--- config.mk ---
export PLATFORM = sky130hd
export DESIGN_NAME = char_display_shadow_refresh
export DESIGN_NICKNAME = d
export VERILOG_FILES = /design/src/rtl/cdsr_pkg.sv /design/src/rtl/char_display_shadow_refresh.sv /design/src/rtl/cdsr_ctrl.sv /design/src/rtl/cdsr_dp.sv
export SDC_FILE = /design/constraint.sdc
export NUM_CORES = 1
export LEC_CHECK = 0
export BUFFER_PORTS_ARGS = -buffer_cell sky130_fd_sc_hd__buf_2
export CAP_MARGIN = 20
export CORE_MARGIN = 8
export CORE_UTILIZATION = 27
export CTS_BUF_LIST = sky130_fd_sc_hd__clkbuf_16
export CTS_CLUSTER_DIAMETER = 60
export CTS_CLUSTER_SIZE = 40
export DETAILED_ROUTE_END_ITERATION = 16
export PLACE_DENSITY = 0.5
export SYNTH_ARGS = -nofsm -noshare
export SYNTH_HDL_FRONTEND = slang
export SYNTH_SLANG_ARGS = --single-unit
export TNS_END_PERCENT = 100
--- constraint.sdc ---
create_clock -name clk -period 10 [get_ports clk]
set_input_delay 1.5 -clock clk [delete_from_list [all_inputs] [get_ports clk]]
set_output_delay 1.5 -clock clk [all_outputs]
set_load 0.02 [all_outputs]
--- src/rtl/cdsr_pkg.sv ---
// types, constants and command structs of the character display refresh block
package cdsr_pkg;

  // panel geometry
  localparam int COLUMNS = 16;
  localparam int ROWS    = 2;
  localparam int CELLS   = ROWS * COLUMNS;

  // request and result field widths
  localparam int ROW_W  = 1;
  localparam int COL_W  = 4;
  localparam int OFS_W  = 5;
  localparam int CHAR_W = 8;

  // internal widths
  localparam int IDX_W  = (CELLS > 1) ? $clog2(CELLS) : 1;
  localparam int SCOL_W = (COLUMNS > 1) ? $clog2(COLUMNS) : 1;
  localparam int SROW_W = (ROWS > 1) ? $clog2(ROWS) : 1;
  localparam int POS_MAX = COLUMNS * ((1 << ROW_W) - 1) + ((1 << COL_W) - 1)
                           + ((1 << OFS_W) - 1);
  localparam int POS_A_W = $clog2(POS_MAX + 1);
  localparam int POS_B_W = $clog2(CELLS + 1);
  localparam int POS_W   = (POS_A_W > POS_B_W) ? POS_A_W : POS_B_W;

  // store fill values
  localparam logic [CHAR_W-1:0] SPACE_CHAR  = 8'h20;
  localparam logic [CHAR_W-1:0] SHADOW_INIT = 8'hFF;

  // request function codes
  typedef enum logic [1:0] {
    FUNC_WRITE   = 2'd0,
    FUNC_REFRESH = 2'd1,
    FUNC_FULL    = 2'd2,
    FUNC_CLEAR   = 2'd3
  } func_t;

  typedef struct packed {
    func_t             func;
    logic [ROW_W-1:0]  row;
    logic [COL_W-1:0]  column;
    logic [OFS_W-1:0]  char_offset;
    logic [CHAR_W-1:0] char_code;
  } in_item_t;

  typedef struct packed {
    logic [ROW_W-1:0]  out_row;
    logic [COL_W-1:0]  out_column;
    logic [CHAR_W-1:0] out_char;
    logic              last;
  } out_item_t;

  // controller to datapath
  typedef struct packed {
    logic wr_en;
    logic clr_en;
    logic start;
    logic every;
    logic step;
    logic push_last;
  } dp_cmd_t;

  // datapath to controller
  typedef struct packed {
    logic send_hit;
    logic at_end;
    logic pend_valid;
    logic out_free;
  } dp_stat_t;

endpackage

--- src/rtl/char_display_shadow_refresh.sv ---
// Character display refresh: a write request stores one character at
// row*16+column+offset (dropped past cell 31). A refresh, full refresh or
// clear request scans the 32 cells one per cycle while the result side does
// not hold a scan step back, sending each changed (or every) cell and copying
// it into the shadow store; after its accept it scans the cells and then runs
// a final flush, with the input stalled during the scan and the flush. The
// scan rate is set by the single frame/shadow read port walked by the cell
// counter. The last result of a refresh carries last; a changed-cells refresh
// with nothing to send returns no result. After reset the frame holds spaces
// and the shadow 0xFF.
module char_display_shadow_refresh
  import cdsr_pkg::*;
(
  input  logic      clk,
  input  logic      rst_n,
  input  logic      in_valid,
  output logic      in_stall,
  input  in_item_t  in_data,
  output logic      out_valid,
  input  logic      out_stall,
  output out_item_t out_data
);

  dp_cmd_t  cmd;
  dp_stat_t stat;

  // controller
  cdsr_ctrl u_ctrl (
    .clk      (clk),
    .rst_n    (rst_n),
    .in_valid (in_valid),
    .in_stall (in_stall),
    .in_func  (in_data.func),
    .stat     (stat),
    .cmd      (cmd)
  );

  // datapath
  cdsr_dp u_dp (
    .clk       (clk),
    .rst_n     (rst_n),
    .cmd       (cmd),
    .in_data   (in_data),
    .stat      (stat),
    .out_valid (out_valid),
    .out_stall (out_stall),
    .out_data  (out_data)
  );

endmodule

--- src/rtl/cdsr_ctrl.sv ---
// controller state machine: request decode, cell scan sequencing, final flush
module cdsr_ctrl
  import cdsr_pkg::*;
(
  input  logic     clk,
  input  logic     rst_n,
  input  logic     in_valid,
  output logic     in_stall,
  input  func_t    in_func,
  input  dp_stat_t stat,
  output dp_cmd_t  cmd
);

  typedef enum logic [2:0] {
    ST_IDLE  = 3'b001,
    ST_SCAN  = 3'b010,
    ST_FLUSH = 3'b100
  } state_t;

  state_t state_r, state_nxt;
  logic   every_r, every_nxt;
  logic   accept;

  assign in_stall = (state_r != ST_IDLE);
  assign accept   = in_valid && !in_stall;

  // next state and commands
  always_comb begin
    state_nxt     = state_r;
    every_nxt     = every_r;
    cmd           = '0;
    cmd.every     = every_r;
    unique case (state_r)
      ST_IDLE: begin
        if (accept) begin
          unique case (in_func)
            FUNC_WRITE: begin
              cmd.wr_en = 1'b1;
            end
            FUNC_REFRESH: begin
              cmd.start = 1'b1;
              every_nxt = 1'b0;
              state_nxt = ST_SCAN;
            end
            FUNC_FULL: begin
              cmd.start = 1'b1;
              every_nxt = 1'b1;
              state_nxt = ST_SCAN;
            end
            FUNC_CLEAR: begin
              cmd.clr_en = 1'b1;
              cmd.start  = 1'b1;
              every_nxt  = 1'b1;
              state_nxt  = ST_SCAN;
            end
            default: begin
              state_nxt = ST_IDLE;
            end
          endcase
        end
      end
      ST_SCAN: begin
        // a hit with a held cell moves that cell to the output register
        cmd.step = !(stat.send_hit && stat.pend_valid && !stat.out_free);
        if (cmd.step && stat.at_end) begin
          state_nxt = ST_FLUSH;
        end
      end
      ST_FLUSH: begin
        if (!stat.pend_valid) begin
          state_nxt = ST_IDLE;
        end else if (stat.out_free) begin
          cmd.push_last = 1'b1;
          state_nxt     = ST_IDLE;
        end
      end
      default: begin
        state_nxt = ST_IDLE;
      end
    endcase
  end

  // state registers
  always_ff @(posedge clk) begin
    if (!rst_n) begin
      state_r <= ST_IDLE;
      every_r <= 1'b0;
    end else begin
      state_r <= state_nxt;
      every_r <= every_nxt;
    end
  end

endmodule

--- src/rtl/cdsr_dp.sv ---
// datapath: frame and shadow stores, scan counters, held cell and output register
module cdsr_dp
  import cdsr_pkg::*;
(
  input  logic      clk,
  input  logic      rst_n,
  input  dp_cmd_t   cmd,
  input  in_item_t  in_data,
  output dp_stat_t  stat,
  output logic      out_valid,
  input  logic      out_stall,
  output out_item_t out_data
);

  logic [CHAR_W-1:0] frame_r  [CELLS];
  logic [CHAR_W-1:0] shadow_r [CELLS];

  logic [IDX_W-1:0]  idx_r;
  logic [SCOL_W-1:0] col_r;
  logic [SROW_W-1:0] row_r;

  out_item_t pend_r;
  logic      pend_valid_r;
  out_item_t out_r;
  logic      out_valid_r;

  logic [POS_W-1:0] wr_pos;
  logic             wr_ok;
  logic             send_hit;
  logic             out_free;
  logic             load_mid;
  logic             load_last;

  // linear write position, dropped past the last cell
  assign wr_pos = (in_data.row != '0 ? POS_W'(COLUMNS) : POS_W'(0))
                + POS_W'(in_data.column) + POS_W'(in_data.char_offset);
  assign wr_ok  = (wr_pos < POS_W'(CELLS));

  // scan cell selection
  assign send_hit  = cmd.every || (frame_r[idx_r] != shadow_r[idx_r]);
  assign out_free  = !out_valid_r || !out_stall;
  assign load_mid  = cmd.step && send_hit && pend_valid_r;
  assign load_last = cmd.push_last;

  assign stat.send_hit   = send_hit;
  assign stat.at_end     = (idx_r == IDX_W'(CELLS - 1));
  assign stat.pend_valid = pend_valid_r;
  assign stat.out_free   = out_free;

  // frame and shadow stores
  always_ff @(posedge clk) begin
    if (!rst_n) begin
      for (int i = 0; i < CELLS; i++) begin
        frame_r[i]  <= SPACE_CHAR;
        shadow_r[i] <= SHADOW_INIT;
      end
    end else begin
      if (cmd.clr_en) begin
        for (int i = 0; i < CELLS; i++) begin
          frame_r[i] <= SPACE_CHAR;
        end
      end else if (cmd.wr_en && wr_ok) begin
        frame_r[wr_pos[IDX_W-1:0]] <= in_data.char_code;
      end
      if (cmd.step && send_hit) begin
        shadow_r[idx_r] <= frame_r[idx_r];
      end
    end
  end

  // scan position counters
  always_ff @(posedge clk) begin
    if (!rst_n) begin
      idx_r <= '0;
      col_r <= '0;
      row_r <= '0;
    end else if (cmd.start) begin
      idx_r <= '0;
      col_r <= '0;
      row_r <= '0;
    end else if (cmd.step) begin
      idx_r <= idx_r + 1'b1;
      if (col_r == SCOL_W'(COLUMNS - 1)) begin
        col_r <= '0;
        row_r <= row_r + 1'b1;
      end else begin
        col_r <= col_r + 1'b1;
      end
    end
  end

  // held cell: sent once the next hit or the end of the scan shows its last flag
  always_ff @(posedge clk) begin
    if (!rst_n) begin
      pend_valid_r <= 1'b0;
    end else if (cmd.step && send_hit) begin
      pend_valid_r <= 1'b1;
    end else if (load_last) begin
      pend_valid_r <= 1'b0;
    end
  end

  always_ff @(posedge clk) begin
    if (cmd.step && send_hit) begin
      pend_r.out_row    <= ROW_W'(row_r);
      pend_r.out_column <= COL_W'(col_r);
      pend_r.out_char   <= frame_r[idx_r];
      pend_r.last       <= 1'b0;
    end
  end

  // output register
  always_ff @(posedge clk) begin
    if (!rst_n) begin
      out_valid_r <= 1'b0;
    end else if (load_mid || load_last) begin
      out_valid_r <= 1'b1;
    end else if (!out_stall) begin
      out_valid_r <= 1'b0;
    end
  end

  always_ff @(posedge clk) begin
    if (load_mid) begin
      out_r <= pend_r;
    end else if (load_last) begin
      out_r <= {pend_r.out_row, pend_r.out_column, pend_r.out_char, 1'b1};
    end
  end

  assign out_valid = out_valid_r;
  assign out_data  = out_r;

endmodule

==> run metrics <==
Fillers=about 9400; DP Wirelength=approximately 45000 microns; die area=approximately 100000 sq um; HP Class=reg -> reg; post-synth net total=1811; synthesized area=25300 sq um; Detailed Routing Iterations Pass 1=5; combinational fraction of design power=6.0%; global route overflow=0; sequential-to-total area share from yosys stat=65.7%; period utilization=56.9%; largest net degree at the start of global routing=104; Initial Util=27.2%; FF-to-FF End=u_dp.shadow_r[26][4]; Tmin final=5.69 ns; # port buffers=39; Reg2Reg Depth=12; WS Path Type=reg -> reg; row count=112; FMAX=0.176 GHz; Core Area=93000 sq um; CTS resizes=0; Die Wd=322 microns; Ant. Diodes=0; max_slew headroom=26.9%; VDD IR max=0.119 mV; All-Layer GR Usage=a little over an eighth; Residual DRC=0; slowest CP cell=o21ai_0; largest buffer count on any clock path=3; Worst Setup End Kind=flop; EDFF count, synth=between 500 and 600; PwrDens=168 nW/um^2; WL/cell=22.0 microns; CTS sink cnt=560; Crit path max-delay family=compound AO/OA/AOI/OAI gates; stages on the worst setup path=12; first-pass GRT wire length=101000 microns; Max FO, Critical Path=37; status=finished, final reports clean; setup bufs post-CTS=0; CTS tree=built; max_cap viols=0; clock-pin transition on the worst setup and hold timing paths=0.08 ns; RSZ-0062 raised after global routing=no; Hold Startpoint=u_dp.pend_r[13]; gpl congestion=0.801; hold_buf cts=0; CP max stage delay=0.92 ns; antenna violations before repair=0; Via density=between 4 and 5; setup violators final=0; required time of the critical path=10.19 ns; sequence of cells on the critical path=buf_4 -> mux4_2 -> mux4_2 -> nor2b_1 -> a21oi_1 -> xnor2_1 -> nand3_1 -> nor4_4 -> a21boi_2 -> buf_4 -> nand2_1 -> o21ai_0; number of global-route vias before repair=15170; #FFs+latches synth=560; Die Y=roughly 320 microns; Slew Limit Fails=0; Hold Path Depth=0; Storage cell area=between 15000 and 20000 sq um; clock share of power=38.0%; Worst-Margin Slew=1.09 ns; area of the multi-input gates=7960 sq um; detailed-route wire length=approximately 68000 microns; Post-Synthesis Cells=1775; Hold EP=u_dp.out_data[13]; Placed Cells=3005; final hold vios=0; clock buffer count from CTS=between 40 and 50; sum of negative setup slack=0 ns; P_sw=0.00116 W; Post-synth ARST share=0%; vias=14670; FF-to-FF setup slack=4.31 ns; Switching Fraction=24.2%; I/O pin cnt=40; Final ANT Viol Nets=0; initial drt markers=approximately 1500; yosys synthesis warning count=0; Yosys cell types=51; layout cell share with drive strength beyond 1=18.8%; CP startpoint kind=flop; Final #Nets=1842; Skew-Pair Late Insertion Delay=0.60 ns; Crit path buffers/inverters=2; CP arrival=5.89 ns; H-tree Lvls=2; Power Internal=about 0.0036 W; mean post-synth cell area=around 14 sq um; Layout area overhead=12.5%; P_leak=8.62 nW; top_reg_cell synth=edfxtp_1; Seq pwr share=55.9%; Finished Layout Cells=3092; Clock Skews=0.0326 ns; clock root cell=clkbuf_16
==> state kept, by name (all words and copies together) (netlist names), named ones only <==
name,flops
u_dp.out_valid,1
u_dp.row_r,1
u_dp.out_data,14
u_dp.idx_r,5
u_ctrl.every_r,1
u_ctrl.state_r,3
u_dp.shadow_r,256
u_dp.pend_valid_r,1
u_dp.frame_r,256
u_dp.col_r,4
u_dp.pend_r,13
==> power groups by stage <==
stage	clock (W)	sequential, W	combinational [W]
2_1_floorplan	0	0.00272	0.000163
3_3_place_gp	0	0.00273	0.000284
3_5_place_dp	0	0.00273	0.000291
4_1_cts	0.00187	0.00268	0.000291
5_1_grt	0.00194	0.00268	0.000313
6_report	0.00182	0.00268	0.000289
==> layer usage <==
layer | track usage (%) | part of all wire [%]
met1 | 17.5 | 43
met2 | 21.4 | 48
met3 | 2.46 | 6.3
met4 | 3.37 | 2.1
met5 | 0 | 0
==> kinds of logic after synthesis <==
| kind of cell | count (synthesis) | share of synthesized area (%) |
|---|---|---|
| muxes | 154 | 13.0 |
| buffers and inverters | 147 | 2.89 |
| xor gates and xnor gates | 15 | 0.519 |
| AOI/OAI and AO/OA | 125 | 2.75 |
| adders and majority gates | 12 | 0.623 |
| DFF | 560 | 65.7 |
| and+or+nand+nor | 762 | 14.5 |
==> worst max path at each step <==
stage                          start                    to  slack [ns]
after global placement          flop  u_dp.shadow_r[11][4]        4.08
after detailed placement        flop   u_dp.shadow_r[9][5]        4.11
after global routing            flop  u_dp.shadow_r[24][1]        3.90
after CTS                       flop  u_dp.shadow_r[13][1]        4.10
final                           flop  u_dp.shadow_r[26][4]        4.31
after floorplan           in_data[9]   u_dp.frame_r[12][0]        5.78
==> placed cells by master, fill, tap and decap left out, drive strengths merged, types with 2 or more instances in the layout <==
master	count
edfxtp	539
buf	114
a21oi	17
and2	227
a22oi	3
xnor2	10
mux4	140
clkinv	11
xor2	5
a31oi	5
nor2	116
or4	2
a21o	2
dfxtp	21
nand3	20
o21ai	75
clkbuf	49
nand2	326
nand4	3
nor2b	6
and3	8
inv	34
mux2	2
ha	11
mux2i	12
nand2b	3
nand3b	4
nor3b	2
o22ai	14
nor4	2
or3	39
==> cells in the mapped netlist, types with 3 or more instances <==
master      n  area share [%]
clkinv_1    5           0.074
a31oi_1     5            0.12
nand4_1     3           0.074
xnor2_1    10            0.35
edfxtp_1  539              64
nand3b_1    4            0.12
and2_1    227             5.6
o21ai_0    69             1.4
nand2b_1    3           0.074
clkbuf_1   67            0.99
mux2i_1    12            0.48
buf_2      38            0.75
o22ai_1    14            0.35
inv_1       9            0.13
buf_6      12            0.53
nand3_1    20            0.40
or3_1      39            0.96
a21oi_1    17            0.34
mux4_2    140              12
o21ai_1     6            0.12
nand2_1   326             4.8
buf_1       3           0.045
ha_1       11            0.54
nor2b_1     6            0.15
and3_1      8            0.20
dfxtp_1    21             1.7
nor2_1    116             1.7
a22oi_1     3           0.089
xor2_1      5            0.17
buf_4      11            0.33
==> per-stage QoR <==
stage	utilization (%)	setup WS [ns]	hold slack [ns]	power, W	cell area, sq um
3_3_place_gp	28.9	4.08	0.416	0.00301	26900
5_1_grt	30.6	3.90	0.433	0.00494	28400
4_1_cts	30.5	4.10	0.427	0.00483	28400
6_report	30.6	4.31	0.419	0.00478	28400
3_5_place_dp	28.9	4.11	0.414	0.00302	26900
2_1_floorplan	-	5.78	0.400	0.00288	25300
==> layout make-up <==
class | instances | share of cell area [%]
Clock buffer | 45 | 3.96
Clock inverter | 31 | 1.16
Inverter | 16 | 0.211
Multi-Input combinational cell | 1068 | 28.0
Sequential cell | 560 | 58.4
Tap cell | 1254 | 5.52
Timing Repair Buffer | 118 | 2.75
(Power assumes the default switching activity.)
